<file path="src/rtl/lhr_pkg.sv">
// lhr_pkg: types and constants for the link handshake responder
// no dependencies; imported by lhr_core, link_handshake_responder and the bench
`default_nettype none
package lhr_pkg;

	localparam int WordW     = 16;
	localparam int StateW    = 8;
	localparam int RetryW    = 4;
	localparam int SeenW     = 2;
	localparam int InDataW   = 40;
	localparam int OutDataW  = 40;

	localparam logic [7:0] HI_DETECT   = 8'h62;
	localparam logic [7:0] HI_IDENT    = 8'h72;
	localparam logic [7:0] HI_BLOCK    = 8'h63;
	localparam logic [7:0] LOOP_WRAP   = 8'hC4;
	localparam logic [7:0] LOOP_BLOCK  = 8'hD0;
	localparam logic [7:0] LOOP_START  = 8'h00;
	localparam logic [7:0] LOOP_IDENT  = 8'h01;
	localparam logic [7:0] LOOP_SYNC   = 8'h02;
	localparam logic [7:0] LOOP_STEP   = 8'h02;
	localparam logic [3:0] RETRY_FULL  = 4'hF;
	localparam logic [7:0] MASK_MASTER = 8'h01;
	localparam logic [7:0] MASK_SLAVE  = 8'h02;

	typedef struct packed {
		logic [WordW-1:0] partner_word;
		logic             partner_valid;
		logic [WordW-1:0] rx_word;
	} item_t;

	typedef struct packed {
		logic             block_phase;
		logic             entered_loop;
		logic             entered_block;
		logic [WordW-1:0] relay_word;
		logic             relay_valid;
		logic             partner_taken;
		logic [WordW-1:0] tx_word;
	} result_t;

	typedef struct packed {
		logic              phase_flag;
		logic [StateW-1:0] loop_state;
		logic [RetryW-1:0] retry_count;
		logic [SeenW-1:0]  peer_seen;
		logic [WordW-1:0]  peer_ident;
	} hs_state_t;

endpackage
`default_nettype wire

</file>
<file path="src/rtl/lhr_core.sv">
// lhr_core: handshake state registers and the per-beat update logic
// depends on lhr_pkg
`default_nettype none
module lhr_core (
	input  wire logic            clk,
	input  wire logic            arst_n,
	input  wire logic            step,
	input  wire logic            is_slave,
	input  wire lhr_pkg::item_t  item,
	output lhr_pkg::result_t     result
);
	import lhr_pkg::*;

	hs_state_t st_q;
	hs_state_t st_d;

	logic [7:0]  own;
	logic [7:0]  peer;
	logic [7:0]  rx_hi;
	logic [7:0]  rx_lo;
	logic [7:0]  loop_hi;
	logic [7:0]  next_loop;
	logic [SeenW-1:0] seen_new;

	always_comb begin
		own   = is_slave ? MASK_SLAVE : MASK_MASTER;
		peer  = is_slave ? MASK_MASTER : MASK_SLAVE;
		rx_hi = item.rx_word[15:8];
		rx_lo = item.rx_word[7:0];
		next_loop = st_q.loop_state + LOOP_STEP;
		seen_new = st_q.peer_seen | peer[SeenW-1:0];
		if (st_q.loop_state == LOOP_START) begin
			loop_hi = HI_DETECT;
		end else if (st_q.loop_state == LOOP_IDENT || st_q.loop_state == LOOP_SYNC) begin
			loop_hi = HI_IDENT;
		end else begin
			loop_hi = HI_DETECT - {1'b0, st_q.loop_state[7:1]};
		end
	end

	always_comb begin
		st_d   = st_q;
		result = '0;
		if (st_q.phase_flag) begin
			result.tx_word       = item.partner_valid ? item.partner_word : st_q.peer_ident;
			result.partner_taken = item.partner_valid;
			result.relay_valid   = 1'b1;
			result.relay_word    = item.rx_word;
			if (rx_hi == HI_DETECT) begin
				st_d.loop_state  = LOOP_START;
				st_d.retry_count = RETRY_FULL;
				st_d.peer_seen   = '0;
				st_d.phase_flag  = 1'b0;
				result.entered_loop = 1'b1;
			end
		end else begin
			result.tx_word = {loop_hi, own};
			if (st_q.loop_state == LOOP_START) begin
				if (st_q.retry_count != '0) begin
					st_d.retry_count = st_q.retry_count - 1'b1;
				end else begin
					st_d.loop_state  = LOOP_IDENT;
					st_d.peer_seen   = '0;
					st_d.retry_count = RETRY_FULL;
				end
			end else if (st_q.loop_state == LOOP_IDENT) begin
				if (rx_hi == HI_IDENT && rx_lo == peer) begin
					st_d.peer_seen  = seen_new;
					st_d.peer_ident = item.rx_word;
					st_d.loop_state = LOOP_SYNC;
				end else if (st_q.peer_seen != '0) begin
					st_d.loop_state = LOOP_SYNC;
				end
			end else begin
				st_d.loop_state = next_loop;
				if (next_loop >= LOOP_WRAP) begin
					st_d.loop_state  = LOOP_START;
					st_d.retry_count = RETRY_FULL;
					st_d.peer_seen   = '0;
				end
				if (rx_hi == HI_BLOCK) begin
					st_d.loop_state  = LOOP_BLOCK;
					st_d.phase_flag  = 1'b1;
					result.entered_block = 1'b1;
				end
			end
		end
		result.block_phase = st_d.phase_flag;
	end

	always_ff @(posedge clk or negedge arst_n) begin
		if (!arst_n) begin
			st_q.phase_flag  <= 1'b0;
			st_q.loop_state  <= LOOP_START;
			st_q.retry_count <= RETRY_FULL;
			st_q.peer_seen   <= '0;
			st_q.peer_ident  <= '0;
		end else if (step) begin
			st_q <= st_d;
		end
	end

endmodule
`default_nettype wire

</file>
<file path="src/rtl/link_handshake_responder.sv">
// link_handshake_responder: top level, input register, output register, config
// depends on lhr_pkg and lhr_core
//
// usage:
// - s_* carries one beat per 16-bit serial exchange: rx_word, partner_valid,
//   partner_word; m_* returns one beat per input beat with the transmit word,
//   relay word and phase events
// - cfg_valid/cfg_data writes the is_slave role bit; cfg_ready is always high,
//   write it only while the block is idle
// - throughput: one beat per cycle while m_tready is high; the state update is one short
//   combinational step between the input register and the output register
// - s_tready stays high while the output register is empty or being taken;
//   when m_tready is low the output holds and the input register fills,
//   then s_tready drops, so no beat is lost or repeated
// - reset clears both registers, sets loop state 0, retry count 15, peer seen
//   0, stored peer word 0, loop phase, role master
`default_nettype none
module link_handshake_responder (
	input  wire logic        clk,
	input  wire logic        arst_n,
	input  wire logic        cfg_valid,
	output logic             cfg_ready,
	input  wire logic        cfg_data,
	input  wire logic        s_tvalid,
	output logic             s_tready,
	// rx_word[15:0], partner_valid[16], partner_word[32:17], zero fill
	input  wire logic [39:0] s_tdata,
	output logic             m_tvalid,
	input  wire logic        m_tready,
	// tx_word[15:0], partner_taken[16], relay_valid[17], relay_word[33:18],
	// entered_block[34], entered_loop[35], block_phase[36], zero fill
	output logic [39:0]      m_tdata
);
	import lhr_pkg::*;

	logic    is_slave_q;
	logic    valid_s1;
	item_t   item_s1;
	logic    valid_s2;
	result_t res_s2;
	result_t res;
	logic    advance;
	logic    step;

	assign cfg_ready = 1'b1;
	assign advance   = !valid_s2 || m_tready;
	assign step      = valid_s1 && advance;
	assign s_tready  = !valid_s1 || advance;

	always_ff @(posedge clk or negedge arst_n) begin
		if (!arst_n) begin
			is_slave_q <= 1'b0;
		end else if (cfg_valid && cfg_ready) begin
			is_slave_q <= cfg_data;
		end
	end

	always_ff @(posedge clk or negedge arst_n) begin
		if (!arst_n) begin
			valid_s1 <= 1'b0;
		end else if (s_tready) begin
			valid_s1 <= s_tvalid;
		end
	end

	always_ff @(posedge clk) begin
		if (s_tready && s_tvalid) begin
			item_s1 <= s_tdata[$bits(item_t)-1:0];
		end
	end

	lhr_core u_core (
		.clk      (clk),
		.arst_n   (arst_n),
		.step     (step),
		.is_slave (is_slave_q),
		.item     (item_s1),
		.result   (res)
	);

	always_ff @(posedge clk or negedge arst_n) begin
		if (!arst_n) begin
			valid_s2 <= 1'b0;
		end else if (advance) begin
			valid_s2 <= valid_s1;
		end
	end

	always_ff @(posedge clk) begin
		if (step) begin
			res_s2 <= res;
		end
	end

	assign m_tvalid = valid_s2;
	assign m_tdata  = {{(OutDataW - $bits(result_t)){1'b0}}, res_s2};

	a_events_exclusive: assert property (@(posedge clk) disable iff (!arst_n)
		m_tvalid |-> !(res_s2.entered_block && res_s2.entered_loop))
		else $error("block and loop entry in the same beat");

	a_block_entry_phase: assert property (@(posedge clk) disable iff (!arst_n)
		(m_tvalid && res_s2.entered_block) |-> res_s2.block_phase)
		else $error("block entry without block phase");

	a_loop_entry_phase: assert property (@(posedge clk) disable iff (!arst_n)
		(m_tvalid && res_s2.entered_loop) |-> (!res_s2.block_phase && res_s2.relay_valid))
		else $error("loop entry with wrong phase or relay");

	a_relay_zero: assert property (@(posedge clk) disable iff (!arst_n)
		(m_tvalid && !res_s2.relay_valid) |-> (res_s2.relay_word == '0 && !res_s2.partner_taken))
		else $error("relay word or partner take outside block phase");

endmodule
`default_nettype wire

</file>
<file path="config.mk">
export PLATFORM = sky130hd
export DESIGN_NAME = link_handshake_responder
export DESIGN_NICKNAME = d
export VERILOG_FILES = /design/src/rtl/lhr_pkg.sv /design/src/rtl/lhr_core.sv /design/src/rtl/link_handshake_responder.sv
export SDC_FILE = /design/constraint.sdc
export NUM_CORES = 1
export LEC_CHECK = 0
export BUFFER_PORTS_ARGS = -buffer_cell sky130_fd_sc_hd__buf_2
export CORE_AREA = 5 5 87 122
export DETAILED_ROUTE_END_ITERATION = 16
export DIE_AREA = 0 0 92 127
export PLACE_DENSITY_LB_ADDON = 0.25
export SYNTH_ARGS = -nofsm -noshare
export SYNTH_HDL_FRONTEND = slang
export SYNTH_SLANG_ARGS = --single-unit
</file>
<file path="constraint.sdc">
create_clock -name clk -period 2.55 [get_ports clk]
set_input_delay 0.3825 -clock clk [delete_from_list [all_inputs] [get_ports clk]]
set_output_delay 0.3825 -clock clk [all_outputs]
set_load 0.005 [all_outputs]
</file>
==> reports/results.tsv <==
stage	metric	value	unit
worst_setup_path	cp_num_buf_inv	0	
pwr	vdd_drop_max	0.525	mV
finish	nFillCells	784	
job	cap_violations	0	
worst_setup_path	crit_fanout	10	
timing	finalSetupTns	0	ps
clocking	cts_hold_buf	0	
place	place_congestion	0.877	
clocking	ctsHtreeMaxLevel	3	
synth	syn_area_per_cell	13.5	um2
place	place_ws	154	ps
finish	diodes	0	
synth	synth-edff-count	70	
finish	drive_gt1_share	29.1	%
clocking	cts.sinks	104	
timing	fin_crit	2410	ps
synth	ys_types	59	
worst_setup_path	cp-start-kind	register	
global_routing	grt_usage	16.1	%
floorplan	ioPinCount	89	
floorplan	core_area	9350	um2
timing	clock_skew	12.3	ps
route	viasPerCell	5.51	
finish	nets	468	
global_routing	gr-total-overflow	0	
pwr	power.leakage	2.25	nW
worst_setup_path	path_cells	or4_4, or2_1, nor3b_2, nand2_1, nor2_4, mux2_1	
floorplan	die_w	92	um
clocking	postCtsSetupRepairBufs	0	
place	dp_hpwl	6320	um
synth	yosys.area.top_type	edfxtp_1	
timing	clock.fmax	415	MHz
route	wl_per_cell	17.2	um
synth	synth_top_cells_by_count	edfxtp_1, dfrtp_1, and2_1, nor2_1, nor2b_1	
route	ant_nets	0	
worst_setup_path	critPathRequiredTime	2780	ps
timing	postLayoutSetupSlackWorst	138	ps
timing	rsz0062_at_grt	false	
finish	instances_no_fill	533	
clocking	clk_latency	350	ps
timing	maxSlewViolCount	0	
clocking	ctsRootBufferMaster	clkbuf_16	
synth	synth_area	4480	um2
worst_setup_path	arrival	2640	ps
floorplan	initial_utilization	47.9	%
global_routing	antenna_found_initial	0	
global_routing	grt_pass1_vias	2956	
worst_setup_path	critPathMaxStageDelay	550	ps
global_routing	grt_max_degree	35	
synth	ys_warn_count	0	
synth	syn_inst	333	
global_routing	grt_pass1_wl	14700	um
place	dp.cells	517	
synth	ys_top_cells_by_area	edfxtp_1, dfrtp_1, mux2i_1	
worst_setup_path	critPathKind	register to register	
floorplan	dieArea	11700	um2
floorplan	rows	42	
clocking	path_clk_slew	60	ps
synth	synth-seq-area-share	66.0	%
worst_setup_path	reg2reg_slack	140	ps
finish	syn_to_final_growth	18.4	%
route	drc	0	
clocking	cts_tree	built	
route	dr.pass1.iters	6	
synth	synth-seq-cells	104	
synth	synth_most_common_cell	edfxtp_1	
worst_setup_path	r2r_end	u_core.st_q[0]$_DFFE_PN0P_	
timing	hold_violations	0	
timing	period_share	94.6	%
worst_setup_path	crit_slowest_cell	or4_4	
hold_path	hold_path.class	input pin to async pin	
worst_setup_path	rr_worst_depth	6	
place	io_buffers	77	
clocking	cts_buffers	9	
route	wirelength	9170	um
route	drt-initial-drc-count	178	
synth	synthFlopType	edfxtp_1	
route	vias	2937	
clocking	clock_tree.buffer_depth	2	
worst_setup_path	crit_path_start	u_core.st_q[24]$_DFFE_PN0P_	
synth	synthArstFlopShare	32.7	%
pwr	powerDensity	848	nW/um2
floorplan	die_y	127	um
timing	max_slew_margin	45.5	%
synth	synth_top_area_share	46.9	%
timing	worstMarginPinSlew	818	ps
outcome	status	finished clean	
worst_setup_path	r2r_start	u_core.st_q[24]$_DFFE_PN0P_	
timing	setup_viol	0	
worst_setup_path	cp-end-kind	register	
worst_setup_path	crit_family	simple AND/OR/NAND/NOR gates	
[layout by cell type, fill, tap and decap left out, drive strengths merged, types with 3 or more instances in the layout]
| cell | netlist | layout |
|---|---|---|
| clkbuf | 9 | 13 |
| or4 | 3 | 3 |
| o21ai | 12 | 12 |
| edfxtp | 70 | 70 |
| nand2 | 15 | 15 |
| nor2b | 17 | 17 |
| a21oi | 10 | 10 |
| nor3 | 6 | 6 |
| nor2 | 21 | 21 |
| or2 | 9 | 9 |
| xnor2 | 3 | 3 |
| conb | 2 | 4 |
| dfrtp | 30 | 30 |
| o31ai | 4 | 4 |
| mux2i | 13 | 13 |
| buf | 10 | 91 |
| mux2 | 8 | 8 |
| dfstp | 4 | 4 |
| ha | 4 | 4 |
| nand2b | 4 | 4 |
| a22oi | 5 | 5 |
| nor4 | 4 | 4 |
| a22o | 5 | 5 |
| and2 | 20 | 20 |
| inv | 7 | 7 |
[cells by family after synthesis]
| kind of cell | after synthesis | share of synthesized area [%] |
|---|---|---|
| simple gates | 114 | 14.6 |
| flops | 104 | 66.0 |
| compound gates | 57 | 9.38 |
| buf+inv | 26 | 2.87 |
| mux | 21 | 4.91 |
| xor+xnor | 5 | 0.977 |
| fa+ha+maj | 4 | 1.12 |
| other cells | 2 | 0.167 |
[per-stage QoR]
stage               utilization (%)  cell area (um2)  hold WS [ps]  total power [mW]
floorplan                         -             4490          86.9              2.85
global placement               53.6             5020           446              3.17
detailed placement             53.6             5020           452              3.18
CTS                            56.7             5300           167              4.51
global route                   56.7             5310           196              4.71
finish                         56.7             5310           135              4.50
[registers in the layout (all words and copies together), names as in the netlist]
register     cells
m_tvalid         1
m_tdata         37
valid_s1         1
is_slave_q       1
u_core.st_q     31
item_s1         33
[final cells by class]
type | count | area, um2 | share of cell area (%)
sequential | 104 | 2960 | 55.7
timing repair buffer | 91 | 490 | 9.24
inverter | 7 | 26.3 | 0.495
clock buffer | 13 | 240 | 4.53
tap | 110 | 138 | 2.59
multi-input combinational | 205 | 1410 | 26.6
clock inverter | 3 | 42.5 | 0.802
[layer usage]
layer	part of all wire, %	routed length (um)	track usage, %	vias up
met5	0	0	0	-
met4	2.5	230	7.79	0
met3	4.3	395	3.71	16
met2	52	4790	27.5	77
met1	41	3760	19.2	1460
li1	-	-	-	1384
[power by group]
part	total, mW	internal (mW)	switching, mW	leakage, nW
clock	1.33	0.761	0.565	0.135
sequential	2.21	2.07	0.144	1.12
combinational	0.960	0.418	0.542	0.992
[timing repair]
item                                    4_1_cts  5_1_grt
endpoints found under the setup margin        0        4
resized for setup                             0        1
hold endpoints to repair                      0        0
[worst max-delay path by stage]
stage               cells after the start  slack, ps                     endpoint
CTS                                     6        140  u_core.st_q[19]$_DFFE_PN1P_
global route                            6          3  u_core.st_q[25]$_DFFE_PN0P_
detailed placement                      6        150  u_core.st_q[19]$_DFFE_PN1P_
finish                                  6        140   u_core.st_q[0]$_DFFE_PN0P_
global placement                        6        190  u_core.st_q[19]$_DFFE_PN1P_
floorplan                               7        110  u_core.st_q[23]$_DFFE_PN0P_
(Power assumes the default switching activity.)
